==> config.mk <==
export PLATFORM = sky130hd
export DESIGN_NAME = image_header_size_sniffer
export DESIGN_NICKNAME = d
export VERILOG_FILES = /design/src/rtl/ihss_pkg.sv /design/src/rtl/image_header_size_sniffer.sv
export VERILOG_INCLUDE_DIRS = /design/src /design/src/rtl
export SDC_FILE = /design/constraint.sdc
export NUM_CORES = 1
export LEC_CHECK = 0
export BUFFER_PORTS_ARGS = -buffer_cell sky130_fd_sc_hd__clkbuf_2
export CELL_PAD_IN_SITES_DETAIL_PLACEMENT = 0
export CELL_PAD_IN_SITES_GLOBAL_PLACEMENT = 2
export CORE_ASPECT_RATIO = 0.7
export CORE_MARGIN = 2
export CORE_UTILIZATION = 45
export CTS_BUF_LIST = sky130_fd_sc_hd__clkbuf_4
export DETAILED_ROUTE_END_ITERATION = 6
export GPL_TIMING_DRIVEN = 0
export HOLD_SLACK_MARGIN = 0.12
export PLACE_DENSITY = 0.88
export SLEW_MARGIN = 0
export SYNTH_ARGS = -nofsm -noshare
export SYNTH_HDL_FRONTEND = slang
export SYNTH_SLANG_ARGS = --single-unit
==> constraint.sdc <==
create_clock -name clk -period 4.55 [get_ports clk]
set_clock_uncertainty 0.2 [all_clocks]
set_input_delay 0.6825 -clock clk [delete_from_list [all_inputs] [get_ports clk]]
set_output_delay 0.6825 -clock clk [all_outputs]
set_load 0.01 [all_outputs]
==> src/rtl/assert_macros.svh <==
// Assertion macros shared by the RTL files of the image header sniffer.
`ifndef ASSERT_MACROS_SVH
`define ASSERT_MACROS_SVH

// Property checked on every clock edge outside reset.
`define IHSS_ASSERT(lbl, prop, msg) \
	lbl: assert property (@(posedge clk) disable iff (!arst_n) (prop)) else $error(msg);

// Condition in one cycle implies a consequence in the next.
`define IHSS_ASSERT_NEXT(lbl, ante, cons, msg) \
	lbl: assert property (@(posedge clk) disable iff (!arst_n) (ante) |=> (cons)) else $error(msg);

`endif

==> src/rtl/ihss_pkg.sv <==
// Package: constants, format codes and helpers of the image header sniffer.
package ihss_pkg;

	localparam int POSITION_BITS_DEF = 32;
	localparam int HEADER_LEN        = 24;
	localparam int WIN_LEN           = 12;
	localparam int FIRST_WINDOW_END  = 13;
	localparam int DIM_BITS          = 32;

	// Result format codes
	localparam logic [1:0] FMT_NONE = 2'd0;
	localparam logic [1:0] FMT_JPEG = 2'd1;
	localparam logic [1:0] FMT_GIF  = 2'd2;
	localparam logic [1:0] FMT_PNG  = 2'd3;

	// JPEG markers
	localparam logic [7:0] MRK_PREFIX = 8'hFF;
	localparam logic [7:0] MRK_SOI    = 8'hD8;
	localparam logic [7:0] MRK_APP0   = 8'hE0;

	typedef logic [7:0] byte_t;

	function automatic logic is_frame_marker(input byte_t m);
		logic r;
		case (m) inside
			8'hC0, 8'hC1, 8'hC2, 8'hC3, 8'hC9, 8'hCA, 8'hCB: r = 1'b1;
			default: r = 1'b0;
		endcase
		return r;
	endfunction

endpackage

==> src/rtl/image_header_size_sniffer.sv <==
// Top level: byte-stream sniffer for JPEG/GIF/PNG image dimensions.
// The final byte (tlast) passes the byte register; its result word is then registered.
// Throughput: one byte word per cycle; only a final byte stalls, and only while the
// previous result word still sits untaken in the output register.
// Reset (arst_n low, asynchronous): pipeline and result empty, position zero,
// first window end at byte 13; after each result the same state is restored.
`include "assert_macros.svh"

module image_header_size_sniffer
	import ihss_pkg::*;
#(
	parameter int POSITION_BITS = POSITION_BITS_DEF
) (
	input  logic        clk,
	input  logic        arst_n,
	input  logic        s_tvalid,
	output logic        s_tready,
	input  logic [7:0]  s_tdata,   // [7:0] data_byte
	input  logic        s_tlast,   // end_of_file
	output logic        m_tvalid,
	input  logic        m_tready,
	output logic [63:0] m_tdata,   // [31:0] width, [63:32] height
	output logic [2:0]  m_tuser    // [0] found, [2:1] image_format
);

	localparam int PB = POSITION_BITS;
	localparam int EB = POSITION_BITS + 1;

	localparam logic [PB-1:0] POS_MAX   = {PB{1'b1}};
	localparam logic [EB-1:0] END_MAX   = {EB{1'b1}};
	localparam logic [EB-1:0] END_FIRST = EB'(FIRST_WINDOW_END);

	// ---------------- stage 1: byte register ----------------
	logic  valid_s1;
	byte_t data_s1;
	logic  eof_s1;
	logic  advance;

	// A non-final byte never produces a word, so it always moves on; the final
	// byte waits only while an untaken result still sits in the output register.
	assign advance  = valid_s1 && (!eof_s1 || !m_tvalid || m_tready);
	assign s_tready = !valid_s1 || advance;

	always_ff @(posedge clk or negedge arst_n) begin
		if (!arst_n) begin
			valid_s1 <= 1'b0;
		end else if (s_tready) begin
			valid_s1 <= s_tvalid;
		end
	end

	always_ff @(posedge clk) begin
		if (s_tvalid && s_tready) begin
			data_s1 <= s_tdata;
			eof_s1  <= s_tlast;
		end
	end

	// ---------------- stage 2: sniffer state ----------------
	byte_t           hdr_q [HEADER_LEN];   // first 24 bytes of the file
	byte_t           win_q [WIN_LEN];      // last 12 bytes, oldest at 0
	logic [PB-1:0]   pos_q;                // index of the next byte
	logic [EB-1:0]   wep_q;                // last byte index of next window
	logic            scan_q;               // walking the JFIF segment chain
	byte_t           lead_q;               // lead byte of the window in force
	logic [31:0]     dims_q;               // bytes 5..8 of the window in force

	logic            tracked;
	logic            hit;
	logic            first_win;
	logic            jfif;
	logic            scan_pre;
	logic            scan_n;
	logic [EB-1:0]   wep_n;
	byte_t           lead_n;
	logic [31:0]     dims_n;
	logic [EB:0]     wep_sum;
	logic [PB-1:0]   pos_n;

	assign tracked   = pos_q != POS_MAX;
	assign hit       = tracked && ({1'b0, pos_q} == wep_q);
	assign first_win = pos_q == PB'(FIRST_WINDOW_END);

	// JFIF check: FF D8 FF E0 .. .. 'J' 'F' 'I' 'F'
	assign jfif = hdr_q[0] == MRK_PREFIX && hdr_q[1] == MRK_SOI &&
	              hdr_q[2] == MRK_PREFIX && hdr_q[3] == MRK_APP0 &&
	              hdr_q[6] == 8'h4A && hdr_q[7] == 8'h46 &&
	              hdr_q[8] == 8'h49 && hdr_q[9] == 8'h46;

	// Window completing this cycle is win_q[1..11] plus the incoming byte, so
	// window byte k sits in win_q[k+1].
	assign wep_sum = {1'b0, wep_q} + (EB+1)'(2) + (EB+1)'({win_q[3], win_q[4]});

	always_comb begin
		scan_pre = (hit && first_win) ? jfif : scan_q;
		scan_n   = scan_pre;
		wep_n    = wep_q;
		lead_n   = lead_q;
		dims_n   = dims_q;
		if (hit && (first_win || scan_pre)) begin
			lead_n = win_q[1];
			dims_n = {win_q[6], win_q[7], win_q[8], win_q[9]};
		end
		if (hit && scan_pre) begin
			if (win_q[1] != MRK_PREFIX || is_frame_marker(win_q[2])) begin
				scan_n = 1'b0;
			end else begin
				wep_n = wep_sum[EB] ? END_MAX : wep_sum[EB-1:0];
			end
		end
		pos_n = tracked ? pos_q + PB'(1) : pos_q;
	end

	always_ff @(posedge clk or negedge arst_n) begin
		if (!arst_n) begin
			pos_q  <= '0;
			wep_q  <= END_FIRST;
			scan_q <= 1'b0;
			lead_q <= '0;
			dims_q <= '0;
		end else if (advance) begin
			if (eof_s1) begin
				pos_q  <= '0;
				wep_q  <= END_FIRST;
				scan_q <= 1'b0;
				lead_q <= '0;
				dims_q <= '0;
			end else begin
				pos_q  <= pos_n;
				wep_q  <= wep_n;
				scan_q <= scan_n;
				lead_q <= lead_n;
				dims_q <= dims_n;
			end
		end
	end

	// Header bytes and window: every entry that is ever read has been written
	// earlier in the same file, so they need no clearing.
	always_ff @(posedge clk) begin
		if (advance) begin
			for (int i = 0; i < HEADER_LEN; i++) begin
				if (pos_q == PB'(i)) begin
					hdr_q[i] <= data_s1;
				end
			end
			for (int i = 0; i < WIN_LEN - 1; i++) begin
				win_q[i] <= win_q[i+1];
			end
			win_q[WIN_LEN-1] <= data_s1;
		end
	end

	// ---------------- result decode ----------------
	byte_t       h23;
	logic        long_enough;
	logic        is_jpeg;
	logic        is_gif;
	logic        is_png;
	logic [1:0]  fmt;
	logic [31:0] wid;
	logic [31:0] hgt;

	// The last header byte may arrive together with the final byte.
	assign h23         = (pos_q == PB'(HEADER_LEN - 1)) ? data_s1 : hdr_q[HEADER_LEN-1];
	assign long_enough = pos_q >= PB'(HEADER_LEN - 1);

	assign is_jpeg = hdr_q[0] == MRK_PREFIX && hdr_q[1] == MRK_SOI && lead_n == MRK_PREFIX;
	assign is_gif  = hdr_q[0] == 8'h47 && hdr_q[1] == 8'h49 && hdr_q[2] == 8'h46;
	// PNG signature 89 'PNG' 0D 0A 1A 0A, then chunk type 'IHDR'
	assign is_png  = hdr_q[0] == 8'h89 && hdr_q[1] == 8'h50 && hdr_q[2] == 8'h4E &&
	                 hdr_q[3] == 8'h47 && hdr_q[4] == 8'h0D && hdr_q[5] == 8'h0A &&
	                 hdr_q[6] == 8'h1A && hdr_q[7] == 8'h0A && hdr_q[12] == 8'h49 &&
	                 hdr_q[13] == 8'h48 && hdr_q[14] == 8'h44 && hdr_q[15] == 8'h52;

	always_comb begin
		fmt = FMT_NONE;
		wid = '0;
		hgt = '0;
		if (long_enough) begin
			if (is_jpeg) begin
				fmt = FMT_JPEG;
				hgt = {16'h0, dims_n[31:16]};
				wid = {16'h0, dims_n[15:0]};
			end else if (is_gif) begin
				fmt = FMT_GIF;
				wid = {16'h0, hdr_q[7], hdr_q[6]};
				hgt = {16'h0, hdr_q[9], hdr_q[8]};
			end else if (is_png) begin
				fmt = FMT_PNG;
				wid = {hdr_q[16], hdr_q[17], hdr_q[18], hdr_q[19]};
				hgt = {hdr_q[20], hdr_q[21], hdr_q[22], h23};
			end
		end
	end

	// ---------------- output register ----------------
	always_ff @(posedge clk or negedge arst_n) begin
		if (!arst_n) begin
			m_tvalid <= 1'b0;
		end else if (advance && eof_s1) begin
			m_tvalid <= 1'b1;
		end else if (m_tready) begin
			m_tvalid <= 1'b0;
		end
	end

	always_ff @(posedge clk) begin
		if (advance && eof_s1) begin
			m_tdata <= {hgt, wid};
			m_tuser <= {fmt, fmt != FMT_NONE};
		end
	end

	// ---------------- assertions ----------------
	`IHSS_ASSERT(a_wep_floor, wep_q >= END_FIRST, "window end below first window")
	`IHSS_ASSERT(a_scan_pos, !scan_q || pos_q > PB'(FIRST_WINDOW_END),
		"segment walk active before first window")
	`IHSS_ASSERT(a_found_fmt, !m_tvalid || (m_tuser[0] == (m_tuser[2:1] != FMT_NONE)),
		"found flag disagrees with format")
	`IHSS_ASSERT(a_fail_zero, !m_tvalid || m_tuser[0] || m_tdata == '0,
		"failed result carries nonzero dimensions")
	`IHSS_ASSERT_NEXT(a_eof_rearm, advance && eof_s1,
		pos_q == '0 && wep_q == END_FIRST && !scan_q && m_tvalid,
		"state not restored after final byte")

endmodule

==> results of run 1 <==
## registers in the layout, indices dropped and copies added, names as in the netlist
signal and count:
dims_q 32, wep_q 33, hdr_q 176, m_tuser 3, win_q 88, m_tvalid 1, lead_q 8, m_tdata 64
data_s1 8, scan_q 1, eof_s1 1, valid_s1 1, pos_q 32
## area by class of cell
| type | instances | area share (%) |
|---|---|---|
| antenna | 2 | 0.0225 |
| buffer | 85 | 1.68 |
| clock buffer | 157 | 5.30 |
| clock inverter | 37 | 0.742 |
| inverter | 54 | 0.911 |
| multi-input combinational | 889 | 27.4 |
| sequential | 448 | 58.0 |
| tap | 552 | 3.10 |
| timing repair buffer | 97 | 2.82 |
## cells by family (layout without fill, tap and decap cells)
| kind of cell | count (synthesis) | in the layout | synth area share, % |
|---|---|---|---|
| buffers and inverters | 139 | 430 | 2.91 |
| xor gates and xnor gates | 62 | 62 | 2.78 |
| adders and majority gates | 37 | 37 | 2.41 |
| other | 0 | 2 | 0 |
| DFF | 448 | 448 | 66.1 |
| muxes | 10 | 10 | 0.563 |
| and+or+nand+nor | 439 | 439 | 12.7 |
| AOI/OAI and AO/OA | 341 | 341 | 12.6 |
## synth_stat cells (13+ instances only)
library cell	count
a21oi_1	94
a22oi_1	40
a31oi_1	42
and2_1	41
and3_1	13
and4_1	20
buf_2	13
clkbuf_1	63
dfrtp_1	105
edfxtp_1	340
ha_1	36
inv_1	53
nand2_1	81
nand3_1	32
nand4_1	36
nor2_1	80
nor3_1	45
nor4_1	20
o21ai_0	27
o221ai_2	30
o22ai_1	35
xnor2_1	42
xor2_1	20
## stage by stage
step | power [uW] | hold slack (ns) | instance area (um^2) | setup slack (ns)
floorplan | 5240 | 0.187 | 19600 | 0.241
global placement | 5480 | 0.201 | 20600 | -1.21
detailed placement | 5490 | 0.205 | 20800 | 0.129
CTS | 8720 | 0.124 | 22200 | 0.102
global route | 9030 | 0.176 | 22200 | 0.109
finish | 8640 | 0.189 | 22300 | 0.221
## timing repair
item / in CTS / in global routing
gates resized for setup: 0 / 5
hold buffers: 13 / 0
setup endpoints to repair: 0 / 21
endpoints found under the hold margin: 117 / 0
## critical path: stages, from the launching register on
cell and delay (ns):
dfrtp_1 0.32, clkbuf_1 0.31, xnor2_1 0.17, nand4_1 0.14, nor4_1 0.43, nand4_1 0.60
nor4_2 0.90, buf_2 0.44, o221ai_2 0.15, a21oi_1 0.41
## report_power, final
group	switching, uW	internal (uW)	total (uW)
Combinational	415	213	628
Sequential	151	4650	4800
Clock	1630	1590	3220
Total	2190	6450	8640
## per-layer routing
layer  GRT usage [%]  share of wire, %  vias to the layer above
met1            37.2                48                     6791
met3            7.16                10                       68
met5               0                 0                        -
met2            31.7                40                      609
li1                -                 -                     6190
met4            5.57               1.3                        0
## path summary, 6_finish.rpt
| check | start | end | slack (ns) |
|---|---|---|---|
| hold reg to reg | win_q[2][25] | win_q[2][17] | 0.22 |
| hold / removal | arst_n | wep_q[13] | 0.19 |
| setup / recovery | pos_q[12] | m_tdata[3] | 0.22 |
| setup reg to reg | pos_q[12] | m_tdata[3] | 0.22 |
| min in group clk | win_q[2][25] | win_q[2][17] | 0.22 |
| max in group asynchronous | arst_n | wep_q[3] | 3.25 |
==> results.sh, run 1 <==
export IMPL_viasPerCell=5.88
export IMPL_syn_cell_area_um2=19600
export IMPL_drt_iter0_drc=1587
export IMPL_crit_path_start_kind="flip-flop"
export IMPL_clock_sinks=448
export IMPL_syn_avg_cell_area_um2=13.2
export IMPL_synth_ff_type="edfxtp_1"
export IMPL_synth_edf_count=340
export IMPL_max_freq_mhz=231
export IMPL_cts_root_buf="clkbuf_4"
export IMPL_crit_type="flip-flop to flip-flop"
export IMPL_async_flop_share_pct=24.1
export IMPL_crit_arrival_ns=4.68
export IMPL_path_max_fanout=10
export IMPL_clockBufferDepth=3
export IMPL_ios=82
export IMPL_ys_seq_area_share_pct=66.1
export IMPL_reg2reg_depth=9
export IMPL_synth_largest_area_cell="edfxtp_1"
export IMPL_crit_path_end_kind="flip-flop"
export IMPL_post_cts_setup_buffer_count=0
export IMPL_numPlacedInstances=2112
export IMPL_vias=13700
export IMPL_relSlewSlack_pct=12.3
export IMPL_first_pass_iters=7
export IMPL_ant_nets=0
export IMPL_port_buffers=81
export IMPL_gr_total_overflow=0
export IMPL_stdcell_count=2321
export IMPL_route_detailed_wl_per_inst_um=22.6
export IMPL_grt_max_degree=71
export IMPL_rsz0062_at_grt="no"
export IMPL_initial_core_util_pct=45.9
export IMPL_fin_crit_ns=4.33
export IMPL_coreArea_um2=42600
export IMPL_slew_viol_final=0
export IMPL_violations="DRC"
export IMPL_syn_inst=1476
export IMPL_setup_viol=0
export IMPL_worst_pin_slew_ns=1.30
export IMPL_synth_ff_latch_count=448
export IMPL_min_path_type="primary input to asynchronous set/reset pin"
export IMPL_worst_ep_required_time_ns=4.90
export IMPL_synthesis_nets=1526
export IMPL_first_global_vias=13100
export IMPL_cts_inserted_buffers=106
export IMPL_gp_congestion=0.862
export IMPL_grt_first_pass_wirelength_um=79400
export IMPL_drc_errors=1
export IMPL_final_util_pct=52.3
export IMPL_dp_hpwl_um=36100
export IMPL_layout_common_cells="edfxtp_1, clkbuf_4, dfrtp_1, a21oi_1"
export IMPL_clkLatencyLatePin_ns=0.82
export IMPL_max_cap_viol_count=0
export IMPL_nNetsFinal=1731
export IMPL_vdd_drop_max_v=0.000201
export IMPL_htree_levels=3
export IMPL_die_w_um=253
export IMPL_grtUsageTotal_pct=23.7
export IMPL_post_route_period_util_pct=95.1
export IMPL_synth_top_area_share_pct=52.2
export IMPL_regArea_um2=12900
export IMPL_yosys_top_cells_area="edfxtp_1, dfrtp_1, a21oi_1"
export IMPL_drive_above_1_share_pct=19.2
export IMPL_fillers=3657
export IMPL_yosysWarnings=0
export IMPL_area_growth_pct=13.8
export IMPL_antenna_found_initial=1
export IMPL_std_cell_rows=63
export IMPL_layout_commonest_cell="edfxtp_1"
export IMPL_final_setup_tns_ns=0
export IMPL_die_h_um=178
export IMPL_multiInputGateArea_um2=6090
export IMPL_final_hold_viol_count=0
export IMPL_synthDistinctLibCells=82
export IMPL_leakage_uw=0.00794
export IMPL_clk_pin_slew_ns=0.08
export IMPL_die_area_um2=45200
export IMPL_status="complete, but fails checks"
export IMPL_wl_um=52600
export IMPL_cts_tree="yes"
export IMPL_power_density_nw_per_um2=388
(Power assumes the default switching activity.)
==> run 2: changes to the inputs <==
--- a/config.mk
+++ b/config.mk
@@ -12,10 +12,11 @@
 export CORE_ASPECT_RATIO = 0.7
 export CORE_MARGIN = 2
-export CORE_UTILIZATION = 45
+export CORE_UTILIZATION = 46
 export CTS_BUF_LIST = sky130_fd_sc_hd__clkbuf_4
 export DETAILED_ROUTE_END_ITERATION = 6
 export GPL_TIMING_DRIVEN = 0
 export HOLD_SLACK_MARGIN = 0.12
-export PLACE_DENSITY = 0.88
+export PLACE_DENSITY = 0.9
+export SKIP_LAST_GASP = 1
 export SLEW_MARGIN = 0
 export SYNTH_ARGS = -nofsm -noshare
==> constraint.sdc (replaced) <==
create_clock -name clk -period 4.55 [get_ports clk]
set_clock_uncertainty 0.2 [all_clocks]
set_input_delay 0.91 -clock clk [delete_from_list [all_inputs] [get_ports clk]]
set_output_delay 0.91 -clock clk [all_outputs]
set_load 0.01 [all_outputs]
==> results.sh, run 2 (same netlist as run 1, synthesis figures left out) <==
export IMPL_power_switching_uw=2160
export IMPL_port_buffers=81
export IMPL_ant_nets=0
export IMPL_violations="DRC"
export IMPL_seqPwrFrac_pct=55.0
export IMPL_min_path_type="flip-flop to flip-flop"
export IMPL_die_area_um2=44200
export IMPL_power_density_nw_per_um2=392
export IMPL_drt_iter0_drc=1518
export IMPL_initial_core_util_pct=46.4
export IMPL_status="complete, but fails checks"
export IMPL_crit_arrival_ns=4.69
export IMPL_fin_crit_ns=4.35
export IMPL_drive_above_1_share_pct=19.4
export IMPL_nNetsFinal=1728
export IMPL_clk_pin_slew_ns=0.07
export IMPL_relSlewSlack_pct=17.2
export IMPL_reg_top3="hdr_q x176, win_q x88, m_tdata x64"
export IMPL_vdd_drop_max_v=0.000217
export IMPL_clockBufferDepth=3
export IMPL_cts_inserted_buffers=104
export IMPL_worst_ep_required_time_ns=4.89
export IMPL_worst_path_dominant_cell_family="simple AND/OR/NAND/NOR gates"
export IMPL_final_setup_tns_ns=0
export IMPL_worst_pin_slew_ns=1.23
export IMPL_grt_first_pass_wirelength_um=79800
export IMPL_combPwrFrac_pct=7.2
export IMPL_post_cts_setup_buffer_count=0
export IMPL_final_hold_viol_count=0
export IMPL_post_route_period_util_pct=95.7
export IMPL_rsz0062_at_grt="no"
export IMPL_drc_errors=1
export IMPL_gr_total_overflow=0
export IMPL_first_pass_iters=7
export IMPL_ios=82
export IMPL_layout_common_cells="edfxtp_1, clkbuf_4, dfrtp_1, a21oi_1"
export IMPL_internal_power_uw=6560
export IMPL_max_cap_viol_count=0
export IMPL_path_cells="clkbuf_1, nor4_1, nand3_1, o41ai_4, clkbuf_1, clkbuf_2, nand2_1, nor3_1, o221ai_1, a21oi_1"
export IMPL_crit_path_end_kind="flip-flop"
export IMPL_grt_max_degree=102
export IMPL_die_w_um=250
export IMPL_route_detailed_wl_per_inst_um=22.6
export IMPL_stdcell_count=2315
export IMPL_coreArea_um2=42200
export IMPL_largest_register="hdr_q"
export IMPL_path_max_fanout=10
export IMPL_vias=13900
export IMPL_crit_path_start_kind="flip-flop"
export IMPL_std_cell_rows=63
export IMPL_layout_commonest_cell="edfxtp_1"
export IMPL_area_growth_pct=13.9
export IMPL_leakage_uw=0.00795
export IMPL_gp_congestion=0.854
export IMPL_largest_reg_flops=176
export IMPL_clock_power_share_pct=37.8
export IMPL_numPlacedInstances=2112
export IMPL_viasPerCell=5.99
export IMPL_dp_hpwl_um=35800
export IMPL_worst_path_buf_inv=3
export IMPL_cts_root_buf="clkbuf_4"
export IMPL_setup_viol=0
export IMPL_slowest_delay_ns=0.59
export IMPL_wl_um=52300
export IMPL_crit_top_cell="clkbuf_1"
export IMPL_cts_tree="yes"
export IMPL_crit_path_top_delay_cell="o41ai_4"
export IMPL_crit_type="flip-flop to flip-flop"
export IMPL_htree_levels=3
export IMPL_switching_share_pct=24.8
export IMPL_die_h_um=176
export IMPL_grtUsageTotal_pct=23.9
export IMPL_clock_sinks=448
export IMPL_max_freq_mhz=230
export IMPL_first_global_vias=13400
export IMPL_clkLatencyLatePin_ns=0.82
export IMPL_slew_viol_final=0
export IMPL_antenna_found_initial=1
export IMPL_power_total_uw=8720
-- run 2: cell types whose count changed in the layout (fill, tap and decap cells not counted) --
cell / previous run / this run
clkinvlp_4: 2 / 1
bufinv_16: 0 / 1
o41ai_4: 0 / 1
clkbuf_4: 159 / 167
clkinv_4: 2 / 1
clkinv_2: 7 / 4
dlygate4sd3_1: 13 / 12
nor4_2: 6 / 5
diode_2: 2 / 1
inv_2: 2 / 1
clkinv_1: 25 / 18
o41ai_2: 2 / 1
nor4_1: 17 / 18
-- run 2: through the flow --
stage | setup slack (ns) | hold WS (ns) | area (um^2) | utilization, %
floorplan | 0.0133 | 0.200 | 19600 | -
detailed placement | 0.00222 | 0.205 | 20800 | 49.2
global placement | -1.52 | 0.201 | 20600 | 49.0
CTS | 0.0934 | 0.191 | 22300 | 52.8
finish | 0.198 | 0.192 | 22300 | 52.8
global route | 0.0589 | 0.211 | 22300 | 52.8
-- run 2: layer usage --
layer  track usage (%)  part of all wire [%]
met1              37.6                    47
met2              32.8                    42
met3              5.51                   9.2
met4              6.49                   1.5
met5                 0                     0
-- run 2: power by group through the flow --
stage | logic [uW] | clock network, uW | registers [uW]
2_1_floorplan | 419 | 0 | 4830
3_3_place_gp | 585 | 0 | 4890
3_5_place_dp | 616 | 0 | 4880
4_1_cts | 627 | 3370 | 4800
5_1_grt | 704 | 3560 | 4820
6_report | 630 | 3290 | 4800
-- run 2: layout make-up --
| class | count | area, um^2 |
|---|---|---|
| fill | 3592 | 19900 |
| sequential | 448 | 12900 |
| multi-input combinational | 889 | 6100 |
| clock buffer | 165 | 1240 |
| tap | 552 | 691 |
| timing repair buffer | 96 | 617 |
| buffer | 85 | 374 |
| inverter | 54 | 203 |
| clock inverter | 25 | 134 |
| antenna | 1 | 2.50 |
-- run 2: worst paths after layout --
path / start / endpoint / slack [ns] / depth (start not counted)
setup / recovery: pos_q[12] / m_tdata[0] / 0.20 / 10
hold / removal: win_q[2][21] / win_q[2][13] / 0.19 / 0
setup reg to reg: pos_q[12] / m_tdata[0] / 0.20 / 10
hold reg to reg: win_q[2][21] / win_q[2][13] / 0.19 / 0
max in group asynchronous: arst_n / pos_q[5] / 3.07 / 3
min in group asynchronous: arst_n / dims_q[27] / 0.31 / 2
-- run 2: timing repair --
| item | 4_1_cts | 5_1_grt |
|---|---|---|
| endpoints found under the setup margin | 2 | 9 |
| hold buffers | 12 | 0 |
| gates resized for setup | 1 | 4 |
| hold endpoints to repair | 116 | 0 |
==> run 3: changes to the inputs <==
Settings changed: ABC_AREA set to 1, CORE_UTILIZATION 46 to 43, PLACE_DENSITY 0.9 to 0.89.
==> results.sh, run 3 <==
export IMPL_status="completed"
export IMPL_crit_start="wep_q[1]"
export IMPL_die_area_um2=47300
export IMPL_path_cells="inv_1, ha_1, inv_1, ha_1, inv_1, fa_1, o21ai_1, a31oi_1, o21ai_0, nand2_1, nand2_1, nand3_2, inv_2, clkbuf_1, o21ai_0, o21ai_0"
export IMPL_internal_power_uw=6610
export IMPL_cts_tree="yes"
export IMPL_fin_ws_ns=0.252
export IMPL_slowest_delay_ns=0.41
export IMPL_async_flop_share_pct=24.1
export IMPL_synth_ff_type="edfxtp_1"
export IMPL_clockBufferDepth=3
export IMPL_vdd_drop_max_v=0.000191
export IMPL_viasPerCell=5.21
export IMPL_grt_max_degree=64
export IMPL_reg2reg_depth=16
export IMPL_setup_viol=0
export IMPL_synth_largest_area_cell="edfxtp_1"
export IMPL_die_w_um=259
export IMPL_whs_ns=0.166
export IMPL_cts_root_buf="clkbuf_4"
export IMPL_yosysMostFrequentCell="nand2_1"
export IMPL_fin_crit_ns=4.30
export IMPL_ios=82
export IMPL_crit_type="flip-flop to flip-flop"
export IMPL_antenna_found_initial=3
export IMPL_largest_reg_flops=176
export IMPL_vias=14300
export IMPL_drive_above_1_share_pct=15.7
export IMPL_rsz0062_at_grt="no"
export IMPL_area_growth_pct=14.8
export IMPL_synthesis_nets=1891
export IMPL_drt_iter0_drc=1358
export IMPL_wl_um=52400
export IMPL_yosys_top_cells_count="nand2_1, edfxtp_1, inv_1"
export IMPL_min_path_type="flip-flop to flip-flop"
export IMPL_power_density_nw_per_um2=390
export IMPL_max_cap_viol_count=0
export IMPL_reg_top3="hdr_q x176, win_q x88, m_tdata x64"
export IMPL_worst_ep_required_time_ns=5.07
export IMPL_port_buffers=81
export IMPL_first_pass_iters=7
export IMPL_first_global_vias=13700
export IMPL_combPwrFrac_pct=6.2
export IMPL_layout_commonest_cell="nand2_1"
export IMPL_yosysWarnings=0
export IMPL_synth_edf_count=340
export IMPL_die_h_um=183
export IMPL_reg2reg_from="wep_q[1]"
export IMPL_hold_start="win_q[2][18]"
export IMPL_slew_viol_final=0
export IMPL_synthDistinctLibCells=48
export IMPL_clk_pin_slew_ns=0.07
export IMPL_yosys_top_cells_area="edfxtp_1, dfrtp_1, nand2_1"
export IMPL_leakage_uw=0.00912
export IMPL_relSlewSlack_pct=17.9
export IMPL_cts_inserted_buffers=106
export IMPL_clock_sinks=448
export IMPL_syn_cell_area_um2=19600
export IMPL_initial_core_util_pct=43.5
export IMPL_layout_common_cells="nand2_1, edfxtp_1, inv_1, nor2_1, clkbuf_4"
export IMPL_switching_share_pct=24.8
export IMPL_power_switching_uw=2180
export IMPL_path_max_fanout=10
export IMPL_synth_ff_latch_count=448
export IMPL_hold_path_depth=0
export IMPL_ant_nets=0
export IMPL_drc_errors=0
export IMPL_grtUsageTotal_pct=22.5
export IMPL_gr_total_overflow=0
export IMPL_nNetsFinal=2098
export IMPL_gp_congestion=0.843
export IMPL_syn_avg_cell_area_um2=10.6
export IMPL_dp_hpwl_um=36700
export IMPL_syn_inst=1841
export IMPL_final_hold_viol_count=0
export IMPL_fillers=4182
export IMPL_r2r_slack_ns=0.25
export IMPL_crit_path_end_kind="flip-flop"
export IMPL_seqPwrFrac_pct=54.3
export IMPL_crit_arrival_ns=4.82
export IMPL_synth_top_area_share_pct=52.1
export IMPL_clkLatencyLatePin_ns=0.87
export IMPL_crit_path_top_delay_cell="fa_1"
export IMPL_pre_cts_ws_ns=0.158
export IMPL_clock_power_share_pct=39.5
export IMPL_grt_first_pass_wirelength_um=80500
export IMPL_max_freq_mhz=233
export IMPL_post_cts_setup_buffer_count=0
export IMPL_ys_seq_area_share_pct=65.9
export IMPL_largest_register="hdr_q"
export IMPL_final_setup_tns_ns=0
export IMPL_std_cell_rows=65
export IMPL_route_detailed_wl_per_inst_um=19.1
export IMPL_coreArea_um2=45100
export IMPL_post_route_period_util_pct=94.5
export IMPL_worst_pin_slew_ns=1.22
export IMPL_htree_levels=3
export IMPL_crit_path_start_kind="flip-flop"
## run 3: area by class of cell
type / count / area [um^2] / area share, %
sequential: 448 / 12900 / 57.4
multi-input combinational: 1112 / 5600 / 24.9
clock buffer: 165 / 1240 / 5.50
inverter: 227 / 853 / 3.79
tap: 603 / 754 / 3.35
timing repair buffer: 99 / 639 / 2.84
buffer: 54 / 265 / 1.18
clock inverter: 35 / 234 / 1.04
antenna: 3 / 7.51 / 0.0334
## run 3: path summary, 6_finish.rpt
path / end
max reg2reg: wep_q[14]
max in group asynchronous: pos_q[8]
min: win_q[2][10]
min in group asynchronous: dims_q[14]
min reg2reg: win_q[2][10]
max: wep_q[14]
## run 3: timing repair
action / in CTS / in global routing
hold buffers: 12 / 0
endpoints found under the setup margin: 0 / 10
hold endpoints to repair: 54 / 0
gates resized for setup: 0 / 2
## run 3: cells by family (layout without fill, tap and decap cells)
logic type               count (synthesis)  after routing  synth area share (%)
AO/OA/AOI/OAI                          241            241                  6.72
flip-flops                             448            448                  65.9
multiplexers                             8              8                 0.460
AND/OR/NAND/NOR                        801            801                  17.7
buffers and inverters                  281            580                  5.68
other                                    0              3                     0
XOR/XNOR                                25             25                  1.12
adder cells (fa/ha/maj)                 37             37                  2.40
## run 3: layer usage
metal | track usage [%] | wire [um]
met5 | 0 | 0
met4 | 4.94 | 589
met3 | 5.24 | 4470
met2 | 29.9 | 20800
met1 | 36.7 | 26600
## run 3: power by group through the flow
stage	clock network [uW]	registers [uW]	logic (uW)
2_1_floorplan	0	4810	305
3_3_place_gp	0	4860	506
3_5_place_dp	0	4860	534
4_1_cts	3540	4770	546
5_1_grt	3770	4790	609
6_report	3470	4770	547
## run 3: stage by stage
| step | utilization (%) | power (uW) | cells | instance area [um^2] |
|---|---|---|---|---|
| 2_1_floorplan | - | 5110 | 1841 | 19600 |
| 3_3_place_gp | 46.1 | 5370 | 2525 | 20800 |
| 3_5_place_dp | 46.4 | 5390 | 2531 | 20900 |
| 4_1_cts | 49.9 | 8860 | 2743 | 22500 |
| 5_1_grt | 50.0 | 9170 | 2746 | 22500 |
| 6_report | 50.0 | 8790 | 2746 | 22500 |
## run 3: worst max-delay path, delay by kind of cell (launching register included)
family | cells | cell delay [ns]
compound gates | 5 | 1.14
fa+ha+maj | 3 | 0.86
buf+inv | 5 | 0.94
flops | 1 | 0.40
simple gates | 3 | 0.68
